--- src/design/evf_pkg.sv ---
// Shared constants, register codes and unit handshake types for the velocity filter.
package evf_pkg;

	localparam logic [31:0] RPC_RST   = 32'd13176795;
	localparam logic [26:0] TAU_RST   = 27'd10000;
	localparam logic [31:0] STALL_RST = 32'd10000;
	localparam logic [31:0] US_PER_S  = 32'd1000000;

	localparam logic [1:0] CFG_RPC   = 2'd0;
	localparam logic [1:0] CFG_TAU   = 2'd1;
	localparam logic [1:0] CFG_STALL = 2'd2;

	localparam int MCAND_W   = 64;
	localparam int MPLIER_W  = 32;
	localparam int PROD_W    = MCAND_W + MPLIER_W;
	localparam int MUL_CNT_W = $clog2(MPLIER_W);

	localparam int DVD_W     = 68;
	localparam int DVS_W     = 33;
	localparam int QUO_W     = 33;
	localparam int DIV_CNT_W = 7;

	localparam logic [DIV_CNT_W-1:0] VEL_DIV_STEPS = 7'd68;
	localparam logic [DIV_CNT_W-1:0] FLT_DIV_STEPS = 7'd64;

	typedef struct packed {
		logic                start;
		logic [MCAND_W-1:0]  mcand;
		logic [MPLIER_W-1:0] mplier;
	} mul_req_t;

	typedef struct packed {
		logic                 start;
		logic [DVD_W-1:0]     dividend;
		logic [DVS_W-1:0]     divisor;
		logic [DIV_CNT_W-1:0] steps;
	} div_req_t;

	typedef struct packed {
		logic busy;
		logic done;
	} unit_sts_t;

endpackage

--- src/design/evf_in_if.sv ---
// Sample channel: function code, encoder count and timestamp.
interface evf_in_if;
	logic               valid;
	logic               ready;
	logic               func;
	logic signed [31:0] count;
	logic        [31:0] time_us;

	modport source (output valid, func, count, time_us, input ready);
	modport sink   (input valid, func, count, time_us, output ready);
endinterface

--- src/design/evf_out_if.sv ---
// Result channel: filtered velocity and angle.
interface evf_out_if;
	logic               valid;
	logic               ready;
	logic signed [31:0] filtered_velocity;
	logic signed [31:0] angle;

	modport source (output valid, filtered_velocity, angle, input ready);
	modport sink   (input valid, filtered_velocity, angle, output ready);
endinterface

--- src/design/evf_mul.sv ---
// Bit-serial shift-add multiplier, one multiplier bit per cycle.
module evf_mul import evf_pkg::*; (
	input  logic              clk,
	input  logic              arst_n,
	input  mul_req_t          req,
	output unit_sts_t         sts,
	output logic [PROD_W-1:0] prod
);

	logic [MCAND_W-1:0]   mcand_q;
	logic [MCAND_W-1:0]   hi_q;
	logic [MPLIER_W-1:0]  lo_q;
	logic [MUL_CNT_W-1:0] cnt_q;
	logic                 busy_q;
	logic                 done_q;
	logic [MCAND_W:0]     sum;

	assign sum  = {1'b0, hi_q} + (lo_q[0] ? {1'b0, mcand_q} : '0);
	assign prod = {hi_q, lo_q};
	assign sts  = '{busy: busy_q, done: done_q};

	always_ff @(posedge clk or negedge arst_n) begin
		if (!arst_n) begin
			busy_q <= 1'b0;
			done_q <= 1'b0;
			cnt_q  <= '0;
		end else begin
			done_q <= 1'b0;
			if (req.start) begin
				busy_q <= 1'b1;
				cnt_q  <= '0;
			end else if (busy_q) begin
				cnt_q <= cnt_q + 1'b1;
				if (cnt_q == MUL_CNT_W'(MPLIER_W - 1)) begin
					busy_q <= 1'b0;
					done_q <= 1'b1;
				end
			end
		end
	end

	always_ff @(posedge clk) begin
		if (req.start) begin
			mcand_q <= req.mcand;
			hi_q    <= '0;
			lo_q    <= req.mplier;
		end else if (busy_q) begin
			hi_q <= sum[MCAND_W:1];
			lo_q <= {sum[0], lo_q[MPLIER_W-1:1]};
		end
	end

endmodule

--- src/design/evf_div.sv ---
// Restoring bit-serial divider, one quotient bit per cycle, with overflow flag.
module evf_div import evf_pkg::*; (
	input  logic             clk,
	input  logic             arst_n,
	input  div_req_t         req,
	output unit_sts_t        sts,
	output logic [QUO_W-1:0] quo,
	output logic             ovf
);

	logic [DVD_W-1:0]     dvd_q;
	logic [DVS_W-1:0]     dvs_q;
	logic [DVS_W-1:0]     rem_q;
	logic [QUO_W-1:0]     quo_q;
	logic                 ovf_q;
	logic [DIV_CNT_W-1:0] cnt_q;
	logic                 busy_q;
	logic                 done_q;
	logic [DVS_W:0]       r2;
	logic [DVS_W:0]       diff;
	logic                 ge;

	assign r2   = {rem_q, dvd_q[DVD_W-1]};
	assign diff = r2 - {1'b0, dvs_q};
	assign ge   = (r2 >= {1'b0, dvs_q});
	assign quo  = quo_q;
	assign ovf  = ovf_q;
	assign sts  = '{busy: busy_q, done: done_q};

	always_ff @(posedge clk or negedge arst_n) begin
		if (!arst_n) begin
			busy_q <= 1'b0;
			done_q <= 1'b0;
			cnt_q  <= '0;
		end else begin
			done_q <= 1'b0;
			if (req.start) begin
				busy_q <= 1'b1;
				cnt_q  <= req.steps;
			end else if (busy_q) begin
				cnt_q <= cnt_q - 1'b1;
				if (cnt_q == DIV_CNT_W'(1)) begin
					busy_q <= 1'b0;
					done_q <= 1'b1;
				end
			end
		end
	end

	always_ff @(posedge clk) begin
		if (req.start) begin
			dvd_q <= req.dividend;
			dvs_q <= req.divisor;
			rem_q <= '0;
			quo_q <= '0;
			ovf_q <= 1'b0;
		end else if (busy_q) begin
			dvd_q <= {dvd_q[DVD_W-2:0], 1'b0};
			rem_q <= ge ? diff[DVS_W-1:0] : r2[DVS_W-1:0];
			quo_q <= {quo_q[QUO_W-2:0], ge};
			ovf_q <= ovf_q | quo_q[QUO_W-1];
		end
	end

endmodule

--- src/design/encoder_velocity_filter.sv ---
// Encoder velocity estimator with first-order low-pass filter, top level.
//
//  port     dir   payload                              accepted when
//  sample   sink  func, count[31:0], time_us[31:0]     valid && ready
//  result   src   filtered_velocity[31:0], angle[31:0] valid && ready
//  cfg_*    sink  cfg_idx[1:0], cfg_data[31:0]         cfg_we
//
// Work per item depends on its kind: a sample whose count changed, one that did
// not, or a reset item; a zero filter denominator skips the filter multiply and
// divide. The serial multiplier and the serial divider do the arithmetic.
// One item is worked at a time; ready is high only while the sequencer idles.
// A finished result sits in the output register, so the next item is taken
// while it waits; the sequencer stalls only when a second result is done before
// the first has left. arst_n clears all tracking state and the result valid flag.
module encoder_velocity_filter import evf_pkg::*; (
	input  logic         clk,
	input  logic         arst_n,
	input  logic         cfg_we,
	input  logic [1:0]   cfg_idx,
	input  logic [31:0]  cfg_data,
	evf_in_if.sink       sample,
	evf_out_if.source    result
);

	// sequencer codes
	localparam logic [3:0] S_IDLE  = 4'd0;
	localparam logic [3:0] S_PREP  = 4'd1;
	localparam logic [3:0] S_VMUL1 = 4'd2;
	localparam logic [3:0] S_VMUL2 = 4'd3;
	localparam logic [3:0] S_VDIV  = 4'd4;
	localparam logic [3:0] S_FPREP = 4'd5;
	localparam logic [3:0] S_FMUL  = 4'd6;
	localparam logic [3:0] S_FDIV  = 4'd7;
	localparam logic [3:0] S_APREP = 4'd8;
	localparam logic [3:0] S_AMUL  = 4'd9;
	localparam logic [3:0] S_DONE  = 4'd10;

	logic [3:0]  state_q;

	// configuration
	logic [31:0] rpc_q;
	logic [26:0] tau_q;
	logic [31:0] stall_q;

	// tracking state
	logic [31:0] last_count_q;
	logic [31:0] last_change_q;
	logic [31:0] last_check_q;
	logic [31:0] raw_q;
	logic [31:0] smooth_q;

	// item under work
	logic        func_q;
	logic [31:0] count_q;
	logic [31:0] now_q;
	logic [31:0] dtc_q;
	logic [31:0] dtk_q;
	logic        vneg_q;
	logic        fneg_q;
	logic [32:0] den_q;
	logic [31:0] angle_q;

	// output register
	logic        res_valid_q;
	logic [31:0] res_vel_q;
	logic [31:0] res_ang_q;
	logic        res_load;

	mul_req_t          mul_req;
	unit_sts_t         mul_sts;
	logic [PROD_W-1:0] prod;
	div_req_t          div_req;
	unit_sts_t         div_sts;
	logic [QUO_W-1:0]  quo;
	logic              ovf;

	// combinational helpers
	logic [31:0] dtc, dtk;
	logic [32:0] delta, vmag;
	logic        chg;
	logic [32:0] fdiff, fmag, den;
	logic [31:0] amag;
	logic [32:0] vcap, vsat;
	logic [31:0] vel_new;
	logic [33:0] fstep, sm_sum;
	logic [47:0] araw, acap, asat;
	logic [31:0] ang_new;

	assign dtc   = now_q - last_change_q;
	assign dtk   = now_q - last_check_q;
	assign delta = {count_q[31], count_q} - {last_count_q[31], last_count_q};
	assign vmag  = delta[32] ? (33'd0 - delta) : delta;
	assign chg   = (count_q != last_count_q) && (dtc != 32'd0);

	assign fdiff = {raw_q[31], raw_q} - {smooth_q[31], smooth_q};
	assign fmag  = fdiff[32] ? (33'd0 - fdiff) : fdiff;
	assign den   = {6'd0, tau_q} + {1'b0, dtk_q};

	assign amag  = count_q[31] ? (32'd0 - count_q) : count_q;

	// raw velocity: quotient clamped to the signed range
	assign vcap    = vneg_q ? 33'h0_8000_0000 : 33'h0_7FFF_FFFF;
	assign vsat    = (ovf || (quo > vcap)) ? vcap : quo;
	assign vel_new = vneg_q ? (32'd0 - vsat[31:0]) : vsat[31:0];

	// filter step never leaves the range between old value and raw
	assign fstep  = fneg_q ? (34'd0 - {1'b0, quo}) : {1'b0, quo};
	assign sm_sum = {{2{smooth_q[31]}}, smooth_q} + fstep;

	// angle: Q0.32 times count, down to Q16.16, clamped
	assign araw    = prod[63:16];
	assign acap    = count_q[31] ? 48'h0000_8000_0000 : 48'h0000_7FFF_FFFF;
	assign asat    = (araw > acap) ? acap : araw;
	assign ang_new = count_q[31] ? (32'd0 - asat[31:0]) : asat[31:0];

	// finished item moves into the output register once it is free
	assign res_load = (state_q == S_DONE) && (!res_valid_q || result.ready);

	assign sample.ready             = (state_q == S_IDLE);
	assign result.valid             = res_valid_q;
	assign result.filtered_velocity = res_vel_q;
	assign result.angle             = res_ang_q;

	always_comb begin
		mul_req = '0;
		div_req = '0;
		unique case (state_q)
			S_PREP: begin
				if (!func_q && chg) begin
					mul_req = '{start: 1'b1, mcand: {31'd0, vmag}, mplier: US_PER_S};
				end
			end
			S_VMUL1: begin
				if (mul_sts.done) begin
					mul_req = '{start: 1'b1, mcand: prod[63:0], mplier: rpc_q};
				end
			end
			S_VMUL2: begin
				if (mul_sts.done) begin
					div_req = '{start: 1'b1, dividend: prod[83:16],
						divisor: {1'b0, dtc_q}, steps: VEL_DIV_STEPS};
				end
			end
			S_FPREP: begin
				if (den != 33'd0) begin
					mul_req = '{start: 1'b1, mcand: {31'd0, fmag}, mplier: dtk_q};
				end
			end
			S_FMUL: begin
				if (mul_sts.done) begin
					div_req = '{start: 1'b1, dividend: {prod[63:0], 4'd0},
						divisor: den_q, steps: FLT_DIV_STEPS};
				end
			end
			S_APREP: begin
				mul_req = '{start: 1'b1, mcand: {32'd0, amag}, mplier: rpc_q};
			end
			default: begin
			end
		endcase
	end

	evf_mul u_mul (
		.clk    (clk),
		.arst_n (arst_n),
		.req    (mul_req),
		.sts    (mul_sts),
		.prod   (prod)
	);

	evf_div u_div (
		.clk    (clk),
		.arst_n (arst_n),
		.req    (div_req),
		.sts    (div_sts),
		.quo    (quo),
		.ovf    (ovf)
	);

	always_ff @(posedge clk or negedge arst_n) begin
		if (!arst_n) begin
			state_q       <= S_IDLE;
			rpc_q         <= RPC_RST;
			tau_q         <= TAU_RST;
			stall_q       <= STALL_RST;
			last_count_q  <= '0;
			last_change_q <= '0;
			last_check_q  <= '0;
			raw_q         <= '0;
			smooth_q      <= '0;
			res_valid_q   <= 1'b0;
		end else begin
			if (cfg_we) begin
				unique case (cfg_idx)
					CFG_RPC:   rpc_q   <= cfg_data;
					CFG_TAU:   tau_q   <= cfg_data[26:0];
					CFG_STALL: stall_q <= cfg_data;
					default: begin
					end
				endcase
			end

			if (res_load) begin
				res_valid_q <= 1'b1;
			end else if (result.valid && result.ready) begin
				res_valid_q <= 1'b0;
			end

			unique case (state_q)
				S_IDLE: begin
					if (sample.valid) begin
						state_q <= S_PREP;
					end
				end
				S_PREP: begin
					if (func_q) begin
						// position reset: restart the change timer
						last_count_q  <= '0;
						last_change_q <= now_q;
						state_q       <= S_DONE;
					end else if (chg) begin
						state_q <= S_VMUL1;
					end else begin
						if (dtc > stall_q) begin
							raw_q <= '0;
						end
						state_q <= S_FPREP;
					end
				end
				S_VMUL1: begin
					if (mul_sts.done) begin
						state_q <= S_VMUL2;
					end
				end
				S_VMUL2: begin
					if (mul_sts.done) begin
						state_q <= S_VDIV;
					end
				end
				S_VDIV: begin
					if (div_sts.done) begin
						raw_q         <= vel_new;
						last_count_q  <= count_q;
						last_change_q <= now_q;
						state_q       <= S_FPREP;
					end
				end
				S_FPREP: begin
					last_check_q <= now_q;
					state_q      <= (den != 33'd0) ? S_FMUL : S_APREP;
				end
				S_FMUL: begin
					if (mul_sts.done) begin
						state_q <= S_FDIV;
					end
				end
				S_FDIV: begin
					if (div_sts.done) begin
						smooth_q <= sm_sum[31:0];
						state_q  <= S_APREP;
					end
				end
				S_APREP: begin
					state_q <= S_AMUL;
				end
				S_AMUL: begin
					if (mul_sts.done) begin
						state_q <= S_DONE;
					end
				end
				S_DONE: begin
					if (res_load) begin
						state_q <= S_IDLE;
					end
				end
				default: begin
					state_q <= S_IDLE;
				end
			endcase
		end
	end

	// item payload and working values
	always_ff @(posedge clk) begin
		if (sample.valid && sample.ready) begin
			func_q  <= sample.func;
			count_q <= sample.count;
			now_q   <= sample.time_us;
		end
		if (state_q == S_PREP) begin
			dtc_q   <= dtc;
			dtk_q   <= dtk;
			vneg_q  <= delta[32];
			angle_q <= '0;
		end
		if (state_q == S_FPREP) begin
			den_q  <= den;
			fneg_q <= fdiff[32];
		end
		if (state_q == S_AMUL && mul_sts.done) begin
			angle_q <= ang_new;
		end
		if (res_load) begin
			res_vel_q <= smooth_q;
			res_ang_q <= angle_q;
		end
	end

`ifndef SYNTHESIS
	a_mul_idle_start: assert property (@(posedge clk) disable iff (!arst_n)
		mul_req.start |-> !mul_sts.busy)
		else $error("multiplier started while busy");
	a_div_idle_start: assert property (@(posedge clk) disable iff (!arst_n)
		div_req.start |-> (!div_sts.busy && div_req.divisor != '0))
		else $error("divider started while busy or with zero divisor");
	a_one_unit: assert property (@(posedge clk) disable iff (!arst_n)
		!(mul_sts.busy && div_sts.busy))
		else $error("multiplier and divider busy together");
	a_accept_leaves_idle: assert property (@(posedge clk) disable iff (!arst_n)
		(sample.valid && sample.ready) |=> (state_q == S_PREP))
		else $error("accepted item did not start work");
`endif

endmodule
--- src/flat_wrapper.sv ---
// flat-port wrapper written by rule: the top's interface ports become plain ports
module encoder_velocity_filter_flat import evf_pkg::*;
  (clk, arst_n, cfg_we, cfg_idx, cfg_data, sample_valid, sample_func, sample_count, sample_time_us, sample_ready, result_valid, result_filtered_velocity, result_angle, result_ready);
  evf_in_if sample_i ();
  evf_out_if result_i ();
  input  logic clk;
  input  logic arst_n;
  input  logic cfg_we;
  input  logic [1:0] cfg_idx;
  input  logic [31:0] cfg_data;
  input wire logic [$bits(sample_i.valid)-1:0] sample_valid;
  input wire logic [$bits(sample_i.func)-1:0] sample_func;
  input wire logic [$bits(sample_i.count)-1:0] sample_count;
  input wire logic [$bits(sample_i.time_us)-1:0] sample_time_us;
  output wire logic [$bits(sample_i.ready)-1:0] sample_ready;
  output wire logic [$bits(result_i.valid)-1:0] result_valid;
  output wire logic [$bits(result_i.filtered_velocity)-1:0] result_filtered_velocity;
  output wire logic [$bits(result_i.angle)-1:0] result_angle;
  input wire logic [$bits(result_i.ready)-1:0] result_ready;
  assign sample_i.valid = sample_valid;
  assign sample_i.func = sample_func;
  assign sample_i.count = sample_count;
  assign sample_i.time_us = sample_time_us;
  assign sample_ready = sample_i.ready;
  assign result_valid = result_i.valid;
  assign result_filtered_velocity = result_i.filtered_velocity;
  assign result_angle = result_i.angle;
  assign result_i.ready = result_ready;
  encoder_velocity_filter u_core (.clk(clk), .arst_n(arst_n), .cfg_we(cfg_we), .cfg_idx(cfg_idx), .cfg_data(cfg_data), .sample(sample_i), .result(result_i));
endmodule
--- config.mk ---
export PLATFORM = sky130hd
export DESIGN_NAME = encoder_velocity_filter_flat
export DESIGN_NICKNAME = d
export VERILOG_FILES = /design/src/design/evf_pkg.sv /design/src/design/evf_in_if.sv /design/src/design/evf_out_if.sv /design/src/design/evf_mul.sv /design/src/design/evf_div.sv /design/src/design/encoder_velocity_filter.sv /design/src/flat_wrapper.sv
export SDC_FILE = /design/constraint.sdc
export NUM_CORES = 2
export LEC_CHECK = 0
export ABC_AREA = 1
export ABC_CLOCK_PERIOD_IN_PS = 7100
export BUFFER_PORTS_ARGS = -buffer_cell sky130_fd_sc_hd__buf_2
export CORE_AREA = 2 2 345 347
export CTS_BUF_LIST = sky130_fd_sc_hd__clkbuf_4 sky130_fd_sc_hd__clkbuf_8
export DETAILED_ROUTE_END_ITERATION = 8
export DIE_AREA = 0 0 347 349
export PLACE_DENSITY = 0.66
export SYNTH_ARGS = -nofsm -noshare
export SYNTH_HDL_FRONTEND = slang
export SYNTH_SLANG_ARGS = --single-unit
--- constraint.sdc ---
create_clock -name clk -period 7.1 [get_ports clk]
set_input_delay 0.71 -clock clk [delete_from_list [all_inputs] [get_ports clk]]
set_output_delay 0.71 -clock clk [all_outputs]
set_load 0.1 [all_outputs]
After elaboration in Yosys (flattened, before gate mapping)

Index checks and enable logic that the tools add are counted.
Widths: inputs -> output; s select.

Bits in registers: 860
Bits of input ports: 104
Output and inout bits: 66
Word-level logic and storage cells: 175

Add/sub/neg operators: 16
Magnitude comparators: 4
Equal/unequal tests: 27
Mux-type cells: 66
Bitwise operators: 1
Reduce and logical (&&, ||, !) cells: 26

Operator list:

| kind                  | number |
|---|---|
| $mux 32               | 20 |
| $pmux 97 s4           | 1 |
| $mux 97               | 3 |
| $mux 109              | 2 |
| $pmux 109 s2          | 1 |
| $pmux 32 s2           | 3 |
| $mux 68               | 2 |
| $sub 1x32->32 const A | 4 |
| $mux 33               | 3 |
| $sub 1x33->33 const A | 2 |
| $sub 32x32->33        | 2 |
| $add 64x64->65        | 1 |
| $mux 64               | 1 |
| $sub 32x32->32        | 2 |
| $gt 48x32->1          | 1 |
| $pmux 4 s11           | 1 |
| $mux 4                | 10 |
| $ge 34x33->1          | 1 |
| $add 27x32->33        | 1 |
| $gt 33x32->1          | 1 |
| $reduce_bool 33->1    | 1 |
| $sub 33x33->33        | 1 |
| $add 32x32->32        | 1 |
| $gt 32x32->1          | 1 |
| other kinds (29)      | 74 |

Depth between registers and ports, before layout

Depth in word-level cells: 8
Mapped depth: 29
Mapped depth without buffers: 28

Modules after synthesis

A second synthesis with hierarchy kept.

Cells, all modules: 8736
Area, all modules: 62029.5 um2

By module, submodules not included:

| module                  | instances | cells an instance | area each (um2) | sequential area each (um2) |
|---|---|---|---|---|
| encoder_velocity_filter | 1         | 5599              | 40291.1         | 14243.7 |
| evf_mul                 | 1         | 1884              | 12054.1         | 4339.2 |
| evf_div                 | 1         | 1253              | 9684.3          | 4599.4 |

Worst setup path after synthesis

No wires, ideal clock.

Path kind: reg-to-reg
From: register u_core.state_q[3]
To: register u_core.u_mul.lo_q[0], enable pin
Setup time: 389 ps
Arrival: 5208 ps
Data required time: 6711 ps
Setup slack: 1502 ps
Cell stages (with the launch flop): 11
Buffers on the path: 1
Clock period less this slack: 5598 ps
Path through: dfrtp_1 > nor2_1 > inv_1 > nor2_1 > inv_1 > nor2_1 > nand3_2 > nand3_4 > inv_4 > buf_4 > nand2_1

Word-level cells in the longest chain between the ends: 3
Elaborated cells on any way between the ends: 6
Classes of those cells: eq/ne (4); mux (1); reduce/logical (1)

Ends and longest elaborated chain:

| what                               | RTL line                       | source |
|---|---|---|
| from (decl)                        | encoder_velocity_filter.sv:38  | `logic [3:0] state_q;` |
| from (signal assigned)             | encoder_velocity_filter.sv:250 | `state_q <= (den != 33'd0) ? S_FMUL : S_APREP;` |
| $eq 4x4->1 (tied with other cells) | encoder_velocity_filter.sv:127 | `unique case (state_q)` |
| $pmux 97 s4 *                      | encoder_velocity_filter.sv:127 |  |
| $reduce_bool 2->1 (no line) *      | -                              |  |
| to (signal assigned)               | evf_mul.sv:46                  | `lo_q <= req.mplier;` |
| to (signal assigned)               | evf_mul.sv:49                  | `lo_q <= {sum[0], lo_q[MPLIER_W-1:1]};` |
| to (decl)                          | evf_mul.sv:12                  | `logic [MPLIER_W-1:0] lo_q;` |

Every way passes the cells marked *; elsewhere a longest branch is shown, timed or not.
A chain may end at the register's enable or synchronous reset.

Worst setup path in the final report

From: register u_core.now_q[5]
To: register u_core.u_mul.lo_q[21], enable pin

Word-level cells in the longest chain between the ends: 7

Ends and longest elaborated chain:

| what                        | RTL line                       | source |
|---|---|---|
| from (decl)                 | encoder_velocity_filter.sv:55  | `logic [31:0] now_q;` |
| from (signal assigned)      | encoder_velocity_filter.sv:288 | `now_q <= sample.time_us;` |
| $sub 32x32->32              | encoder_velocity_filter.sv:89  | `assign dtc = now_q - last_change_q;` |
| net u_core.dtc[31]          | encoder_velocity_filter.sv:78  | `logic [31:0] dtc, dtk;` |
| $reduce_bool 32->1          | encoder_velocity_filter.sv:93  | `assign chg = (count_q != last_count_q) && (dtc != 32'd0);` |
| $logic_and 1x1->1           | encoder_velocity_filter.sv:93  |  |
| $logic_and 1x1->1           | encoder_velocity_filter.sv:129 | `if (!func_q && chg) begin` |
| $mux 97                     | encoder_velocity_filter.sv:129 |  |
| $pmux 97 s4                 | encoder_velocity_filter.sv:127 |  |
| $reduce_bool 2->1 (no line) | -                              |  |

The timed path passes the listed nets, and every way through them passes these cells.

==> metrics.yaml <==
status:
  outcome: "finished, final reports clean"
finish:
  syn2layout_area_growth_pct: 11.1
  layout_commonest_cell: "nand2_1"
  drive_above_1_share: 0.0796
  fin_util: 0.553
  final_cell_mix: "nand2_1 (2005), inv_1 (1096), nor2_1 (716)"
  layout.nets: 8530
  instances_no_fill: 9707
  fill_cells: 11300
detailed_routing:
  firstDrtPassIters: 7
  ant_nets: 0
  wl_per_cell_um: 21.2
  drtIter0Drc: 5429
  routed_via_density: 5.65
  vias: 54900
  finalWirelength_um: 206000
  drcViolationCount: 0
sta:
  slew_violations: 0
  finalClockSkew_ns: 0.0916
  final.setup.tns_ns: 0
  fin_crit_sh: 0.730
  min_period_ns: 5.18
  setup_viol: 0
  max_freq_mhz: 193
  hold_viol: 0
  slew_headroom: 0.228
  holdWs_ns: 0.107
  rsz0062_at_grt: "false"
  tightest_slew_ns: 1.16
  fin_ws_ns: 1.92
placed_design:
  place_congestion: 0.996
  placed_cells: 9342
  io_buffers: 169
  hpwl_um: 160000
  dp_slack_ns: 2.07
grt:
  grt_first_pass_wirelength_um: 312000
  antenna_found_initial: 7
  gr-total-overflow: 0
  track_usage: 0.335
  grt_pass1_vias: 51900
  grt_max_degree: 150
die:
  die_x_um: 347
  die_h_um: 349
  core_um2: 117000
  rows: 126
  initial_core_util: 0.498
  dieArea_um2: 121000
  io_pins: 170
logic_synthesis:
  netlist_instances: 7780
  ys_ff_latch: 860
  yosys_warnings: 0
  synth_nets: 8278
  synth_top_flop_cell: "edfxtp_1"
  yosysSeqAreaShare: 0.397
  async_flop_share: 0.316
  syn_area_per_cell_um2: 7.51
  synth_edf_count: 457
  synth.distinct_cells: 75
  synth_area_um2: 58500
power:
  ir_worst_vdd_mv: 0.162
  p_per_area_nw_per_um2: 173
  power_leakage_nw: 31.3
setup_path:
  worst_path_max_delay_cell: "nand3_4"
  cpPeakStageDelay_ns: 0.61
  critical_path_arrival_ns: 5.71
  crit_chain: "ha_1, nand2_1, inv_1, a21oi_1, nand2_1, nand2_1, nand3_1, nand2_1, nand3_1, xor2_1, nor2_1, nand3_1, nand3_2, nand3_4, inv_4, nand2_1, buf_4"
  path_delay_family: "simple AND/OR/NAND/NOR gates"
  worstSetupPathType: "reg -> reg"
  cp_common_cell: "nand2_1"
  start_kind: "flip-flop"
  cp_max_fo: 35
  path_buf_inv: 3
  crit_required_ns: 7.63
  worst_setup_path_end_kind: "flip-flop"
run:
  max_cap_viol_count: 0
clock_network:
  clk_pin_slew_worst_paths_ns: 0.06
  clockRootBuffer: "clkbuf_8"
  clkLatencyLatePin_ns: 0.94
  cts-resized-gates: 0
  htreeDepth: 4
  max-clock-path-buffers: 3
  cts_buffers: 157
  tritoncts: "done"
  cts.sink_count: 860
min_path:
  min_path_type: "in -> reg"
-- synth_stat cells (all sizes together) (56+ instances only) --
| master | count | area share |
|---|---|---|
| nand4 | 85 | 0.0093 |
| o211ai | 58 | 0.0074 |
| edfxtp | 457 | 0.23 |
| inv | 1112 | 0.071 |
| buf | 70 | 0.0071 |
| dfxtp | 131 | 0.045 |
| nor3 | 93 | 0.0085 |
| dfrtp | 248 | 0.11 |
| ha | 386 | 0.083 |
| o22ai | 72 | 0.0077 |
| o21ai | 550 | 0.048 |
| a31oi | 56 | 0.0060 |
| nand2 | 2026 | 0.13 |
| xor2 | 166 | 0.025 |
| a21oi | 535 | 0.046 |
| clkbuf | 120 | 0.0077 |
| nand3 | 409 | 0.036 |
| xnor2 | 66 | 0.010 |
| nor2 | 737 | 0.048 |
-- registers in the layout, summed over array words and instances, names as in the netlist, 33 cells and up --
name / count
u_core.u_mul.hi_q: 64
u_core.u_div.rem_q: 33
u_core.u_div.dvs_q: 33
u_core.u_div.dvd_q: 68
u_core.u_div.quo: 33
u_core.u_mul.mcand_q: 64
u_core.den_q: 33
-- per-layer routing --
layer | vias to the layer above | wire [µm] | GRT usage
met1 | 25900 | 89500 | 0.454
met2 | 2120 | 92800 | 0.538
met3 | 414 | 14300 | 0.0510
met5 | - | 48 | 0
li1 | 26500 | - | -
met4 | 8 | 8880 | 0.136
-- final cells by class --
type / count / area (µm²) / share of cell area
sequential: 860 / 23200 / 0.357
clock inverter: 71 / 702 / 0.0108
clock buffer: 223 / 2760 / 0.0424
tap: 1536 / 1920 / 0.0296
antenna: 4 / 10.0 / 0.000154
multi-input combinational: 5613 / 30300 / 0.466
timing repair buffer: 283 / 1890 / 0.0291
inverter: 1117 / 4200 / 0.0646
-- worst min-delay path: cells and delay by family --
kind	cells	cell delay, ns
buffers and inverters	2	0.17
AOI/OAI and AO/OA	1	0.09
-- logic make-up (layout without fill, tap and decap cells) --
group,Yosys count,in the layout,synth area share
compound gates,1521,1521,0.150
xor+xnor,232,232,0.0353
fa+ha+maj,394,394,0.0854
buf+inv,1307,1694,0.0866
flops,860,860,0.397
other cells,0,4,0
simple gates,3466,3466,0.246
-- where the power goes --
group,total [mW],internal (mW),switching [mW]
combinational,0.568,0.203,0.365
sequential,5.39,5.33,0.0600
clock,5.25,2.94,2.31
-- final timing paths --
path / start / end / slack (ns) / cells after the start
max in group asynchronous: arst_n / u_core.last_check_q[25]$_DFFE_PN0P_ / 5.14 / 3
worst max-delay path: u_core.now_q[5]$_DFFE_PP_ / u_core.u_mul.lo_q[21]$_DFFE_PP_ / 1.92 / 17
worst max register to register: u_core.now_q[5]$_DFFE_PP_ / u_core.u_mul.lo_q[21]$_DFFE_PP_ / 1.92 / 17
worst min-delay path: cfg_data[0] / u_core.rpc_q[0]$_DFFE_PN1P_ / 0.11 / 3
min in group asynchronous: arst_n / u_core.smooth_q[6]$_DFFE_PN0P_ / 0.36 / 2
worst min register to register: u_core.angle_q[29]$_SDFFCE_PN0P_ / u_core.result.angle[29]$_DFFE_PP_ / 0.41 / 0
-- what timing repair did --
action	4_1_cts	5_1_grt
hold buffers	67	0
setup buffers	0	0
endpoints found under the hold margin	148	0
setup endpoints to repair	0	0
-- metrics by stage --
step                      area (µm²)  total power [mW]
after floorplan                58500              5.80
after global placement         60800              6.01
after detailed placement       60800              6.02
after CTS                      64900              11.3
after global routing           64900              11.6
final                          64900              11.2
(Power assumes the default switching activity.)
